`src/rtl/core/tdsr_pkg.sv`:
```
// ----------------------------------------------------------------------------
// tdsr_pkg
// Shared types and constants of the text display scroll refresher.
// ----------------------------------------------------------------------------
package tdsr_pkg;

  localparam int ROW_W      = 3;   // row and screen line numbers
  localparam int ROW_SLOTS  = 8;   // rows addressable by a row number
  localparam int COL_W      = 5;   // column counts, up to 31
  localparam int ITER_W     = 4;   // row scan counter, up to 8
  localparam int CMD_W      = 3;
  localparam int CHAR_W     = 8;
  localparam int TIME_W     = 32;
  localparam int KIND_W     = 2;
  localparam int LINES_W    = 4;
  localparam int MODE_W     = 2;
  localparam int IVL_W      = 16;
  localparam int CFG_IDX_W  = 2;
  localparam int CFG_DATA_W = 16;

  typedef enum logic [CMD_W-1:0] {
    CMD_SELECT  = 3'd0,
    CMD_APPEND  = 3'd1,
    CMD_CLEAR   = 3'd2,
    CMD_STEP    = 3'd3,
    CMD_RESTART = 3'd4
  } cmd_e;

  typedef enum logic [KIND_W-1:0] {
    OP_SETPOS = 2'd0,
    OP_WRITE  = 2'd1,
    OP_CLEAR  = 2'd2
  } op_kind_e;

  typedef enum logic [CFG_IDX_W-1:0] {
    CFG_MODE     = 2'd0,
    CFG_LINES    = 2'd1,
    CFG_INTERVAL = 2'd2
  } cfg_idx_e;

  localparam logic [MODE_W-1:0]  MODE_CONT  = 2'd0;
  localparam logic [MODE_W-1:0]  MODE_PAGE  = 2'd1;
  localparam logic [CHAR_W-1:0]  CHAR_SPACE = 8'h20;
  localparam logic [CHAR_W-1:0]  CHAR_NUL   = 8'h00;
  localparam logic [LINES_W-1:0] MAX_LINES  = 4'd8;

  localparam logic [MODE_W-1:0]  RST_MODE     = 2'd0;
  localparam logic [LINES_W-1:0] RST_LINES    = 4'd2;
  localparam logic [IVL_W-1:0]   RST_INTERVAL = 16'd3000;

  typedef struct packed {
    logic [MODE_W-1:0]  mode;
    logic [LINES_W-1:0] lines;
    logic [IVL_W-1:0]   interval;
  } cfg_t;

  typedef struct packed {
    logic [CMD_W-1:0]  cmd;
    logic [ROW_W-1:0]  row_index;
    logic [CHAR_W-1:0] char_code;
    logic [TIME_W-1:0] now_ms;
  } item_t;

  typedef struct packed {
    op_kind_e          kind;
    logic [ROW_W-1:0]  line;
    logic [CHAR_W-1:0] ch;
  } result_t;

  typedef struct packed {
    logic              sel;
    logic              app;
    logic              clr;
    logic [ROW_W-1:0]  row;
    logic [CHAR_W-1:0] ch;
  } txt_cmd_t;

  typedef struct packed {
    logic [ROW_W-1:0] next;
    logic             next_nb;
    logic             next_first;
    logic             cur_nb;
  } row_step_t;

  typedef enum logic [2:0] {
    ST_IDLE,
    ST_DISPATCH,
    ST_SEEK,
    ST_COPY,
    ST_NEXT_ROW,
    ST_FINISH,
    ST_ROTATE,
    ST_EMIT
  } seq_state_e;

  // bits of a column index into a row of the given length
  function automatic int col_idx_w(input int cols);
    return (cols > 1) ? $clog2(cols) : 1;
  endfunction

endpackage

```
`src/rtl/core/tdsr_if.sv`:
```
// ----------------------------------------------------------------------------
// tdsr_if
// Valid/ready channels of the refresher: command items, screen operations
// and register writes.
// ----------------------------------------------------------------------------
interface tdsr_in_if import tdsr_pkg::*; ();
  logic              valid;
  logic              ready;
  logic [CMD_W-1:0]  cmd;
  logic [ROW_W-1:0]  row_index;
  logic [CHAR_W-1:0] char_code;
  logic [TIME_W-1:0] now_ms;

  modport source (output valid, output cmd, output row_index, output char_code,
                  output now_ms, input ready);
  modport sink   (input valid, input cmd, input row_index, input char_code,
                  input now_ms, output ready);
endinterface

interface tdsr_out_if import tdsr_pkg::*; ();
  logic              valid;
  logic              ready;
  logic [KIND_W-1:0] op_kind;
  logic [ROW_W-1:0]  op_line;
  logic [CHAR_W-1:0] op_char;

  modport source (output valid, output op_kind, output op_line, output op_char,
                  input ready);
  modport sink   (input valid, input op_kind, input op_line, input op_char,
                  output ready);
endinterface

interface tdsr_cfg_if import tdsr_pkg::*; ();
  logic                  valid;
  logic                  ready;
  logic [CFG_IDX_W-1:0]  index;
  logic [CFG_DATA_W-1:0] data;

  modport source (output valid, output index, output data, input ready);
  modport sink   (input valid, input index, input data, output ready);
endinterface

```
`src/rtl/core/text_display_scroll_refresher_core.sv`:
```
// ----------------------------------------------------------------------------
// text_display_scroll_refresher_core
// Text row store and character screen refresher, at most one operation per step.
// ----------------------------------------------------------------------------
// One item is taken at a time; in_i.ready is low until its work is done.
// Select, append and unused commands, and a refresh step stopped by the time
// gate, give no result; clear gives one. The last character write of a line
// goes on to find the next filled row, one row per cycle through the single
// row stepper, then at end of screen a finish step and, for by-row scrolling,
// a search for the new top row. A set-position step searches for a filled
// row, then copies its visible characters from the text memory through its
// single read port. Results wait in an output register; a finished operation
// that finds it full holds the block until the screen side takes it. Register
// writes are taken at any time and have no result. The text memory has no
// reset and no clearing pass; row lengths live in flip-flops.
module text_display_scroll_refresher_core import tdsr_pkg::*; #(
  parameter int TEXT_ROWS = 8,
  parameter int TEXT_COLS = 16
) (
  input  logic       clk_i,
  input  logic       rst_ni,
  tdsr_cfg_if.sink   cfg_i,
  tdsr_in_if.sink    in_i,
  tdsr_out_if.source out_o
);

  localparam int CW = col_idx_w(TEXT_COLS);

  cfg_t                 cfg_q, cfg_d;
  item_t                item;
  txt_cmd_t             txt_cmd;
  logic [ROW_W-1:0]     scan_row;
  logic [COL_W-1:0]     scan_len;
  logic [ROW_SLOTS-1:0] nonblank;
  logic [ROW_W+CW-1:0]  rd_addr;
  logic [CHAR_W-1:0]    rd_data;
  logic                 res_valid;
  logic                 res_ready;
  result_t              res;
  logic                 out_valid_q, out_valid_d;
  result_t              out_q;

  // register writes
  assign cfg_i.ready = 1'b1;

  always_comb begin
    cfg_d = cfg_q;
    if (cfg_i.valid) begin
      case (cfg_i.index)
        CFG_MODE:     cfg_d.mode     = cfg_i.data[MODE_W-1:0];
        CFG_LINES:    cfg_d.lines    = cfg_i.data[LINES_W-1:0];
        CFG_INTERVAL: cfg_d.interval = cfg_i.data[IVL_W-1:0];
        default:      cfg_d = cfg_q;
      endcase
    end
  end

  always_ff @(posedge clk_i or negedge rst_ni) begin
    if (!rst_ni) begin
      cfg_q <= '{mode: RST_MODE, lines: RST_LINES, interval: RST_INTERVAL};
    end else begin
      cfg_q <= cfg_d;
    end
  end

  assign item = '{cmd: in_i.cmd, row_index: in_i.row_index,
                  char_code: in_i.char_code, now_ms: in_i.now_ms};

  tdsr_text_store #(
    .TEXT_ROWS (TEXT_ROWS),
    .TEXT_COLS (TEXT_COLS)
  ) u_text_store (
    .clk_i      (clk_i),
    .rst_ni     (rst_ni),
    .txt_cmd_i  (txt_cmd),
    .scan_row_i (scan_row),
    .scan_len_o (scan_len),
    .nonblank_o (nonblank),
    .rd_addr_i  (rd_addr),
    .rd_data_o  (rd_data)
  );

  tdsr_refresh_seq #(
    .TEXT_ROWS (TEXT_ROWS),
    .TEXT_COLS (TEXT_COLS)
  ) u_refresh_seq (
    .clk_i        (clk_i),
    .rst_ni       (rst_ni),
    .item_valid_i (in_i.valid),
    .item_ready_o (in_i.ready),
    .item_i       (item),
    .cfg_i        (cfg_q),
    .txt_cmd_o    (txt_cmd),
    .scan_row_o   (scan_row),
    .scan_len_i   (scan_len),
    .nonblank_i   (nonblank),
    .rd_addr_o    (rd_addr),
    .rd_data_i    (rd_data),
    .res_valid_o  (res_valid),
    .res_ready_i  (res_ready),
    .res_o        (res)
  );

  // output register
  assign res_ready = !out_valid_q || out_o.ready;

  always_comb begin
    out_valid_d = out_valid_q;
    if (res_valid && res_ready) begin
      out_valid_d = 1'b1;
    end else if (out_o.ready) begin
      out_valid_d = 1'b0;
    end
  end

  always_ff @(posedge clk_i or negedge rst_ni) begin
    if (!rst_ni) begin
      out_valid_q <= 1'b0;
    end else begin
      out_valid_q <= out_valid_d;
    end
  end

  always_ff @(posedge clk_i) begin
    if (res_valid && res_ready) begin
      out_q <= res;
    end
  end

  assign out_o.valid   = out_valid_q;
  assign out_o.op_kind = out_q.kind;
  assign out_o.op_line = out_q.line;
  assign out_o.op_char = out_q.ch;

endmodule

```
`src/rtl/core/tdsr_text_store.sv`:
```
// ----------------------------------------------------------------------------
// tdsr_text_store
// Text memory with per-row visible lengths and the edit cursor.
// ----------------------------------------------------------------------------
module tdsr_text_store import tdsr_pkg::*; #(
  parameter int TEXT_ROWS = 8,
  parameter int TEXT_COLS = 16
) (
  input  logic                                 clk_i,
  input  logic                                 rst_ni,
  input  txt_cmd_t                             txt_cmd_i,
  input  logic [ROW_W-1:0]                     scan_row_i,
  output logic [COL_W-1:0]                     scan_len_o,
  output logic [ROW_SLOTS-1:0]                 nonblank_o,
  input  logic [ROW_W+col_idx_w(TEXT_COLS)-1:0] rd_addr_i,
  output logic [CHAR_W-1:0]                    rd_data_o
);

  localparam int CW    = col_idx_w(TEXT_COLS);
  localparam int DEPTH = ROW_SLOTS * (1 << CW);
  localparam logic [ITER_W-1:0] ROWS_C = ITER_W'(TEXT_ROWS);
  localparam logic [COL_W-1:0]  COLS_C = COL_W'(TEXT_COLS);

  logic [CHAR_W-1:0] text_mem_q [DEPTH];
  logic [CHAR_W-1:0] rd_data_q;

  logic [ROW_W-1:0] edit_row_q, edit_row_d;
  logic [COL_W-1:0] edit_col_q, edit_col_d;
  // visible text of the edit row still reaches the cursor
  logic             run_q, run_d;
  logic [COL_W-1:0] vis_q [ROW_SLOTS];
  logic [COL_W-1:0] vis_d [ROW_SLOTS];
  logic             wr_en;

  always_comb begin
    edit_row_d = edit_row_q;
    edit_col_d = edit_col_q;
    run_d      = run_q;
    vis_d      = vis_q;
    wr_en      = 1'b0;
    priority if (txt_cmd_i.sel) begin
      edit_row_d = txt_cmd_i.row;
      edit_col_d = '0;
      run_d      = 1'b1;
      if ({1'b0, txt_cmd_i.row} < ROWS_C) begin
        vis_d[txt_cmd_i.row] = '0;
      end
    end else if (txt_cmd_i.app && ({1'b0, edit_row_q} < ROWS_C) && (edit_col_q < COLS_C)) begin
      wr_en      = 1'b1;
      edit_col_d = edit_col_q + COL_W'(1);
      if (run_q && (txt_cmd_i.ch != CHAR_NUL)) begin
        vis_d[edit_row_q] = edit_col_q + COL_W'(1);
      end else begin
        run_d = 1'b0;
      end
    end else if (txt_cmd_i.clr) begin
      for (int r = 0; r < ROW_SLOTS; r++) begin
        vis_d[r] = '0;
      end
      // column 0 now reads as end of text, so only a write there can extend
      run_d = (edit_col_q == '0);
    end
  end

  always_ff @(posedge clk_i or negedge rst_ni) begin
    if (!rst_ni) begin
      edit_row_q <= '0;
      edit_col_q <= '0;
      run_q      <= 1'b1;
      for (int r = 0; r < ROW_SLOTS; r++) begin
        vis_q[r] <= '0;
      end
    end else begin
      edit_row_q <= edit_row_d;
      edit_col_q <= edit_col_d;
      run_q      <= run_d;
      vis_q      <= vis_d;
    end
  end

  always_ff @(posedge clk_i) begin
    if (wr_en) begin
      text_mem_q[{edit_row_q, edit_col_q[CW-1:0]}] <= txt_cmd_i.ch;
    end
    rd_data_q <= text_mem_q[rd_addr_i];
  end

  always_comb begin
    for (int r = 0; r < ROW_SLOTS; r++) begin
      nonblank_o[r] = (vis_q[r] != '0);
    end
  end

  assign scan_len_o = vis_q[scan_row_i];
  assign rd_data_o  = rd_data_q;

endmodule

```
`src/rtl/core/tdsr_row_step.sv`:
```
// ----------------------------------------------------------------------------
// tdsr_row_step
// Shared row stepper: next row with wrap, blank test and first-row match.
// ----------------------------------------------------------------------------
module tdsr_row_step import tdsr_pkg::*; #(
  parameter int TEXT_ROWS = 8
) (
  input  logic [ROW_W-1:0]     scan_i,
  input  logic [ROW_W-1:0]     first_i,
  input  logic [ROW_SLOTS-1:0] nonblank_i,
  output row_step_t            step_o
);

  localparam logic [ITER_W-1:0] ROWS_C = ITER_W'(TEXT_ROWS);

  logic [ITER_W-1:0] inc;
  logic [ROW_W-1:0]  nxt;

  always_comb begin
    inc = {1'b0, scan_i} + ITER_W'(1);
    nxt = (inc >= ROWS_C) ? '0 : inc[ROW_W-1:0];
    step_o.next       = nxt;
    step_o.next_nb    = nonblank_i[nxt];
    step_o.next_first = (nxt == first_i);
    step_o.cur_nb     = nonblank_i[scan_i];
  end

endmodule

```
`src/rtl/core/tdsr_refresh_seq.sv`:
```
// ----------------------------------------------------------------------------
// tdsr_refresh_seq
// Command sequencer: decodes items, walks rows one step a cycle through the
// shared row stepper, snapshots a line and builds each screen operation.
// ----------------------------------------------------------------------------
module tdsr_refresh_seq import tdsr_pkg::*; #(
  parameter int TEXT_ROWS = 8,
  parameter int TEXT_COLS = 16
) (
  input  logic                                  clk_i,
  input  logic                                  rst_ni,
  input  logic                                  item_valid_i,
  output logic                                  item_ready_o,
  input  item_t                                 item_i,
  input  cfg_t                                  cfg_i,
  output txt_cmd_t                              txt_cmd_o,
  output logic [ROW_W-1:0]                      scan_row_o,
  input  logic [COL_W-1:0]                      scan_len_i,
  input  logic [ROW_SLOTS-1:0]                  nonblank_i,
  output logic [ROW_W+col_idx_w(TEXT_COLS)-1:0] rd_addr_o,
  input  logic [CHAR_W-1:0]                     rd_data_i,
  output logic                                  res_valid_o,
  input  logic                                  res_ready_i,
  output result_t                               res_o
);

  localparam int CW = col_idx_w(TEXT_COLS);
  localparam logic [ITER_W-1:0] ROWS_C = ITER_W'(TEXT_ROWS);
  localparam logic [COL_W-1:0]  COLS_C = COL_W'(TEXT_COLS);

  seq_state_e        state_q, state_d;
  item_t             item_q, item_d;
  result_t           res_q, res_d;
  logic [ROW_W-1:0]  first_q, first_d;
  logic [ROW_W-1:0]  scan_q, scan_d;
  logic [ROW_W-1:0]  slot_q, slot_d;
  logic [COL_W-1:0]  col_q, col_d;
  logic              active_q, active_d;
  logic              exh_q, exh_d;
  logic [COL_W-1:0]  len_q, len_d;
  logic [TIME_W-1:0] last_q, last_d;
  logic [ITER_W-1:0] iter_q, iter_d;
  logic [COL_W-1:0]  copy_idx_q, copy_idx_d;
  logic              cp_wr_en_q, cp_wr_en_d;
  logic [CW-1:0]     cp_wr_idx_q, cp_wr_idx_d;
  logic [CHAR_W-1:0] line_copy_q [TEXT_COLS];

  row_step_t         step;
  logic [TIME_W-1:0] elapsed;
  logic              gate_block;
  logic [LINES_W-1:0] lines_eff;
  logic [LINES_W-1:0] filled;
  logic              few_rows;
  logic [ROW_W-1:0]  slot_nx;
  logic [CHAR_W-1:0] wr_char;
  logic              done;

  tdsr_row_step #(
    .TEXT_ROWS (TEXT_ROWS)
  ) u_row_step (
    .scan_i     (scan_q),
    .first_i    (first_q),
    .nonblank_i (nonblank_i),
    .step_o     (step)
  );

  assign elapsed    = item_q.now_ms - last_q;
  assign gate_block = elapsed < TIME_W'(cfg_i.interval);
  assign lines_eff  = (cfg_i.lines > MAX_LINES) ? MAX_LINES : cfg_i.lines;
  assign filled     = LINES_W'($countones(nonblank_i));
  assign few_rows   = filled <= lines_eff;
  assign slot_nx    = slot_q + ROW_W'(1);
  assign wr_char    = (col_q < len_q) ? line_copy_q[col_q[CW-1:0]] : CHAR_SPACE;

  always_comb begin
    state_d     = state_q;
    item_d      = item_q;
    res_d       = res_q;
    first_d     = first_q;
    scan_d      = scan_q;
    slot_d      = slot_q;
    col_d       = col_q;
    active_d    = active_q;
    exh_d       = exh_q;
    len_d       = len_q;
    last_d      = last_q;
    iter_d      = iter_q;
    copy_idx_d  = copy_idx_q;
    cp_wr_en_d  = 1'b0;
    cp_wr_idx_d = cp_wr_idx_q;
    txt_cmd_o   = '0;
    txt_cmd_o.row = item_q.row_index;
    txt_cmd_o.ch  = item_q.char_code;
    item_ready_o = 1'b0;
    res_valid_o  = 1'b0;
    done         = 1'b0;

    unique case (state_q)
      ST_IDLE: begin
        item_ready_o = 1'b1;
        if (item_valid_i) begin
          item_d  = item_i;
          state_d = ST_DISPATCH;
        end
      end

      ST_DISPATCH: begin
        state_d = ST_IDLE;
        case (item_q.cmd)
          CMD_SELECT: txt_cmd_o.sel = 1'b1;
          CMD_APPEND: txt_cmd_o.app = 1'b1;
          CMD_CLEAR: begin
            txt_cmd_o.clr = 1'b1;
            res_d   = '{kind: OP_CLEAR, line: '0, ch: CHAR_NUL};
            state_d = ST_EMIT;
          end
          CMD_STEP: begin
            if (!gate_block) begin
              if (!active_q) begin
                iter_d  = '0;
                state_d = ST_SEEK;
              end else begin
                res_d = '{kind: OP_WRITE, line: '0, ch: wr_char};
                col_d = col_q + COL_W'(1);
                if (col_q + COL_W'(1) >= COLS_C) begin
                  active_d = 1'b0;
                  iter_d   = '0;
                  state_d  = ST_NEXT_ROW;
                end else begin
                  state_d = ST_EMIT;
                end
              end
            end
          end
          CMD_RESTART: begin
            first_d  = '0;
            scan_d   = '0;
            slot_d   = '0;
            active_d = 1'b0;
            exh_d    = 1'b0;
            iter_d   = '0;
            state_d  = ST_SEEK;
          end
          default: state_d = ST_IDLE;
        endcase
      end

      // skip blank rows until a filled one or all rows seen
      ST_SEEK: begin
        if ((iter_q == ROWS_C) || exh_q || step.cur_nb) begin
          len_d      = exh_q ? '0 : scan_len_i;
          copy_idx_d = '0;
          state_d    = ST_COPY;
        end else begin
          scan_d = step.next;
          iter_d = iter_q + ITER_W'(1);
          if (step.next_first) begin
            exh_d = 1'b1;
          end
        end
      end

      // one byte a cycle out of the text memory into the line snapshot
      ST_COPY: begin
        if (copy_idx_q == len_q) begin
          res_d    = '{kind: OP_SETPOS, line: slot_q, ch: CHAR_NUL};
          col_d    = '0;
          active_d = 1'b1;
          state_d  = ST_EMIT;
        end else begin
          cp_wr_en_d  = 1'b1;
          cp_wr_idx_d = copy_idx_q[CW-1:0];
          copy_idx_d  = copy_idx_q + COL_W'(1);
        end
      end

      ST_NEXT_ROW: begin
        if (iter_q == ROWS_C) begin
          done = 1'b1;
        end else begin
          scan_d = step.next;
          iter_d = iter_q + ITER_W'(1);
          if (step.next_first) begin
            exh_d = 1'b1;
            done  = 1'b1;
          end else if (step.next_nb) begin
            done = 1'b1;
          end
        end
        if (done) begin
          slot_d = slot_nx;
          if ((slot_nx == '0) || ({1'b0, slot_nx} >= lines_eff)) begin
            state_d = ST_FINISH;
          end else begin
            state_d = ST_EMIT;
          end
        end
      end

      // end of screen: choose where the next screen starts
      ST_FINISH: begin
        exh_d   = 1'b0;
        slot_d  = '0;
        last_d  = item_q.now_ms;
        state_d = ST_EMIT;
        case (cfg_i.mode)
          MODE_CONT: begin
            if (few_rows) begin
              scan_d  = '0;
              first_d = '0;
            end else begin
              first_d = scan_q;
            end
          end
          MODE_PAGE: begin
            if (exh_q) begin
              scan_d  = '0;
              first_d = '0;
            end
          end
          default: begin
            if (few_rows) begin
              scan_d  = '0;
              first_d = '0;
            end else begin
              scan_d  = first_q;
              iter_d  = '0;
              state_d = ST_ROTATE;
            end
          end
        endcase
      end

      // by-row scroll: top of screen moves to the next filled row
      ST_ROTATE: begin
        if (iter_q == ROWS_C) begin
          first_d = scan_q;
          state_d = ST_EMIT;
        end else begin
          scan_d = step.next;
          iter_d = iter_q + ITER_W'(1);
          if (step.next_nb) begin
            first_d = step.next;
            state_d = ST_EMIT;
          end
        end
      end

      ST_EMIT: begin
        res_valid_o = 1'b1;
        if (res_ready_i) begin
          state_d = ST_IDLE;
        end
      end

      default: state_d = ST_IDLE;
    endcase
  end

  always_ff @(posedge clk_i or negedge rst_ni) begin
    if (!rst_ni) begin
      state_q    <= ST_IDLE;
      first_q    <= '0;
      scan_q     <= '0;
      slot_q     <= '0;
      col_q      <= '0;
      active_q   <= 1'b0;
      exh_q      <= 1'b0;
      len_q      <= '0;
      last_q     <= '0;
      iter_q     <= '0;
      copy_idx_q <= '0;
      cp_wr_en_q <= 1'b0;
    end else begin
      state_q    <= state_d;
      first_q    <= first_d;
      scan_q     <= scan_d;
      slot_q     <= slot_d;
      col_q      <= col_d;
      active_q   <= active_d;
      exh_q      <= exh_d;
      len_q      <= len_d;
      last_q     <= last_d;
      iter_q     <= iter_d;
      copy_idx_q <= copy_idx_d;
      cp_wr_en_q <= cp_wr_en_d;
    end
  end

  always_ff @(posedge clk_i) begin
    item_q      <= item_d;
    res_q       <= res_d;
    cp_wr_idx_q <= cp_wr_idx_d;
    // read data lands in the cycle after the address went out
    if (cp_wr_en_q) begin
      line_copy_q[cp_wr_idx_q] <= rd_data_i;
    end
  end

  assign scan_row_o = scan_q;
  assign rd_addr_o  = {scan_q, copy_idx_q[CW-1:0]};
  assign res_o      = res_q;

endmodule

```
`src/flat_wrapper.sv`:
```
// flat-port wrapper written by rule: the top's interface ports become plain ports
module text_display_scroll_refresher_core_flat import tdsr_pkg::*;
#(
  parameter int TEXT_ROWS = 8,
  parameter int TEXT_COLS = 16
)
  (clk_i, rst_ni, cfg_i_valid, cfg_i_index, cfg_i_data, cfg_i_ready, in_i_valid, in_i_cmd, in_i_row_index, in_i_char_code, in_i_now_ms, in_i_ready, out_o_valid, out_o_op_kind, out_o_op_line, out_o_op_char, out_o_ready);
  tdsr_cfg_if cfg_i_i ();
  tdsr_in_if in_i_i ();
  tdsr_out_if out_o_i ();
  input  logic clk_i;
  input  logic rst_ni;
  input wire logic [$bits(cfg_i_i.valid)-1:0] cfg_i_valid;
  input wire logic [$bits(cfg_i_i.index)-1:0] cfg_i_index;
  input wire logic [$bits(cfg_i_i.data)-1:0] cfg_i_data;
  output wire logic [$bits(cfg_i_i.ready)-1:0] cfg_i_ready;
  input wire logic [$bits(in_i_i.valid)-1:0] in_i_valid;
  input wire logic [$bits(in_i_i.cmd)-1:0] in_i_cmd;
  input wire logic [$bits(in_i_i.row_index)-1:0] in_i_row_index;
  input wire logic [$bits(in_i_i.char_code)-1:0] in_i_char_code;
  input wire logic [$bits(in_i_i.now_ms)-1:0] in_i_now_ms;
  output wire logic [$bits(in_i_i.ready)-1:0] in_i_ready;
  output wire logic [$bits(out_o_i.valid)-1:0] out_o_valid;
  output wire logic [$bits(out_o_i.op_kind)-1:0] out_o_op_kind;
  output wire logic [$bits(out_o_i.op_line)-1:0] out_o_op_line;
  output wire logic [$bits(out_o_i.op_char)-1:0] out_o_op_char;
  input wire logic [$bits(out_o_i.ready)-1:0] out_o_ready;
  assign cfg_i_i.valid = cfg_i_valid;
  assign cfg_i_i.index = cfg_i_index;
  assign cfg_i_i.data = cfg_i_data;
  assign cfg_i_ready = cfg_i_i.ready;
  assign in_i_i.valid = in_i_valid;
  assign in_i_i.cmd = in_i_cmd;
  assign in_i_i.row_index = in_i_row_index;
  assign in_i_i.char_code = in_i_char_code;
  assign in_i_i.now_ms = in_i_now_ms;
  assign in_i_ready = in_i_i.ready;
  assign out_o_valid = out_o_i.valid;
  assign out_o_op_kind = out_o_i.op_kind;
  assign out_o_op_line = out_o_i.op_line;
  assign out_o_op_char = out_o_i.op_char;
  assign out_o_i.ready = out_o_ready;
  text_display_scroll_refresher_core #(.TEXT_ROWS(TEXT_ROWS), .TEXT_COLS(TEXT_COLS)) u_core (.clk_i(clk_i), .rst_ni(rst_ni), .cfg_i(cfg_i_i), .in_i(in_i_i), .out_o(out_o_i));
endmodule
```
`config.mk`:
```
export PLATFORM = sky130hd
export DESIGN_NAME = text_display_scroll_refresher_core_flat
export DESIGN_NICKNAME = d
export VERILOG_FILES = /design/src/rtl/core/tdsr_pkg.sv /design/src/rtl/core/tdsr_if.sv /design/src/rtl/core/text_display_scroll_refresher_core.sv /design/src/rtl/core/tdsr_text_store.sv /design/src/rtl/core/tdsr_row_step.sv /design/src/rtl/core/tdsr_refresh_seq.sv /design/src/flat_wrapper.sv
export SDC_FILE = /design/constraint.sdc
export NUM_CORES = 2
export LEC_CHECK = 0
export ABC_AREA = 1
export BUFFER_PORTS_ARGS = -buffer_cell sky130_fd_sc_hd__clkbuf_2
export CAP_MARGIN = 20
export CELL_PAD_IN_SITES_DETAIL_PLACEMENT = 2
export CELL_PAD_IN_SITES_GLOBAL_PLACEMENT = 2
export CORE_AREA = 2 2 355 357
export CTS_CLUSTER_SIZE = 10
export DETAILED_ROUTE_END_ITERATION = 8
export DIE_AREA = 0 0 357 359
export PLACE_DENSITY_LB_ADDON = 0.1
export SLEW_MARGIN = 5
export SYNTH_ARGS = -nofsm -noshare
export SYNTH_HDL_FRONTEND = slang
export SYNTH_SLANG_ARGS = --single-unit
export TNS_END_PERCENT = 50
```
`constraint.sdc`:
```
create_clock -name clk_i -period 12.48 [get_ports clk_i]
set_clock_uncertainty 0.1 [all_clocks]
set_input_delay 1.872 -clock clk_i [delete_from_list [all_inputs] [get_ports clk_i]]
set_output_delay 1.872 -clock clk_i [all_outputs]
set_load 0.03 [all_outputs]
```
==> metrics.cfg <==
[timing]
period_needed_ns=5.01
fin_ws_ns=7.47
tns_ns=0
relSlewSlack=0.243
min_period_over_period=0.401
fmax_mhz=200
timing.hold.ws_ns=0.313
tightest_slew_ns=1.13
rsz0062_at_grt=false
setup_viol=0
slew_viol_final=0
hold_violations=0

[route]
viasPerCell=6.20
via_count=42000
routedWlPerCell_um=30.9
wl_um=210000
ant_nets=0
dr.pass1.iters=5
drcViolationCount=0
drt_iter0_drc=3844

[floorplanning]
io_pins=85
start_util=0.466
die-area_mm2=0.128
die_h_um=359
core_mm2=0.125
rows=130
die-width_um=357

[power]
p_leak_nw=22.7
ir_drop_v=0.000159
p_per_area_mw_per_mm2=214

[cells_and_area]
final_cell_area_mm2=0.0648
multiInputGateArea_mm2=0.0153
fin_util=0.520
drive_above_1_share=0.0773
seqCellArea_mm2=0.0405
fill_cells=12100
fin_nets=5182
area_growth_pct=11.7

[clocking]
cts-root-buf=clkbuf_16
h-tree-depth=4
cts_buffer_depth=3
cts_buffers=160
clock_latency_ns=0.80
cts_tree=done
clkTransAtPathRegs_ns=0.07
holdBufCountCts=0
cts_setup_buffers=0
cts_resized=0
clkSinkCount=1374

[synth]
synth_top_area_share=0.635
yosys-top-cells-area=edfxtp_1 (64%), o21ai_0 (5.7%), nor2_1 (5.7%)
syn_inst=4982
synth_edf_count=1228
synth_largest_area_cell=edfxtp_1
seq_area_frac_synth=0.698
avgSynthCellArea_um2=11.7
syn_nets=5125
synthTopCellsByCount=edfxtp_1 (1228), nor2_1 (879), o21ai_0 (663)
synth-seq-cells=1374
yosysWarnings=0
yosys.cell_count.top_type=edfxtp_1
synthFlopType=edfxtp_1
netlist_area_mm2=0.0581
yosysUniqueCellTypes=66
async_flop_share=0.100

[placement]
hpwl_um=127000
placed_area_mm2=0.0601
portBuffers=83
gp_congestion=0.807
dp_slack_ns=7.62

[setup_path]
cp_top_family=buffers and inverters
rr_worst_depth=10
end_kind=flop
rrSetupSlack_ns=7.47
path_class=flop to flop
cp-start-kind=flop
crit_cells=10
max_stage_delay_ns=0.79
cp_max_fo=99
worst_ep_required_time_ns=13.00
critPathBufInv=3
crit_chain=inv_6 > buf_4 > buf_4 > nor2_1 > o21ai_0 > a31oi_1 > o21ai_0 > nor2_1 > nor4_1 > a21oi_1
cp_slowest_cell=nor4_1
arrival_ns=5.53

[grt]
grt_max_degree=165
grt_pass1_wl_um=311000
grt-ovfl-total=0
busiest_layer=met2
grt_usage=0.327
grt_util_met1=0.410
antenna_found_initial=8
use_met3=0.0511
grt_pass1_vias=46400
met2_usage=0.560

[run_status]
status=completed

[run]
max-cap-violations=0

[hold_path]
min_path_cells=0
hp-class=flop to flop

## layout by cell type (no fill, tap or decap), types with 10 or more instances in the layout
cell       count
a21oi_1       82
a221oi_1      10
a31oi_1       26
buf_4         63
clkbuf_1      65
clkbuf_16    163
clkbuf_2      82
dfrtp_1      123
edfxtp_1    1228
ha_1          69
inv_1        320
mux2i_1       11
nand2_1      569
nand3_1      154
nand4_1       41
nor2_1       876
nor3_1        32
o211ai_1      38
o21ai_0      663
o221ai_1     105
o22ai_1      198
o32ai_1       21
xor2_1        24
## where the power goes
| part | switching (W) | internal (W) | total [W] |
|---|---|---|---|
| Combinational | 0.00290 | 0.00104 | 0.00394 |
| Sequential | 0.000290 | 0.00535 | 0.00564 |
| Clock | 0.00189 | 0.00243 | 0.00432 |
## logic make-up after synthesis
logic type,Yosys count,share of synthesized area
buffers and inverters,595,0.0394
flip-flops,1374,0.698
AND/OR/NAND/NOR,1712,0.120
adder cells (fa/ha/maj),74,0.0166
other,1,0.0000646
multiplexers,13,0.00228
XOR/XNOR,29,0.00437
AO/OA/AOI/OAI,1184,0.120
## registers in the layout, indices dropped and copies added, names as in the netlist, 5 cells and up
name                              count
u_core.u_refresh_seq.line_copy_q    128
u_core.cfg_q                         22
u_core.u_refresh_seq.len_q            5
u_core.u_refresh_seq.copy_idx_q       5
u_core.u_text_store.text_mem_q     1024
u_core.u_refresh_seq.item_q          35
u_core.u_text_store.rd_data_o         8
u_core.u_refresh_seq.res_o           13
u_core.out_o.op_char                  8
u_core.u_refresh_seq.txt_cmd_o       11
u_core.u_refresh_seq.last_q          32
u_core.u_text_store.vis_q            40
u_core.u_text_store.edit_col_q        5
u_core.u_refresh_seq.col_q            5
## final timing paths
check | from | to
worst max register to register | u_core.u_refresh_seq.copy_idx_q[1] | u_core.u_text_store.rd_data_o[2]
worst min-delay path | u_core.u_refresh_seq.res_o[3] | u_core.out_o.op_char[3]
min in group asynchronous | rst_ni | u_core.u_refresh_seq.last_q[26]
worst max-delay path | u_core.u_refresh_seq.copy_idx_q[1] | u_core.u_text_store.rd_data_o[2]
worst min register to register | u_core.u_refresh_seq.res_o[3] | u_core.out_o.op_char[3]
max in group asynchronous | rst_ni | u_core.u_text_store.vis_q[3]
## worst reg2reg max path: stages, from the launching register on
cell and delay (ns):
dfrtp_4 0.72, inv_6 0.69, buf_4 0.65, buf_4 0.62
nor2_1 0.13, o21ai_0 0.10, a31oi_1 0.13, o21ai_0 0.53
nor2_1 0.22, nor4_1 0.79, a21oi_1 0.15
## per-stage QoR
step / power, W / instances
final: 0.0139 / 6778
after global routing: 0.0145 / 6774
after CTS: 0.0139 / 6765
after detailed placement: 0.00954 / 6518
after global placement: 0.00931 / 6517
after floorplan: 0.00795 / 4982
## cell type report
type	instances	area share
multi-input cells	3013	0.236
clock buffers	229	0.0669
inverters	333	0.0197
diodes	4	0.000154
well taps	1650	0.0318
flip-flops and latches	1374	0.625
clock inverters	18	0.00378
repair buffers	157	0.0170
## metal layers
metal  routed length (um)  share of wire  vias to the layer above
met2               106000           0.51                     1634
met3                12300          0.059                      472
li1                     -              -                    18000
met1                81600           0.39                    21900
met5                   16       0.000076                        -
met4                 9310          0.044                        2
No activity file was read; power rests on OpenSTA's default activity.
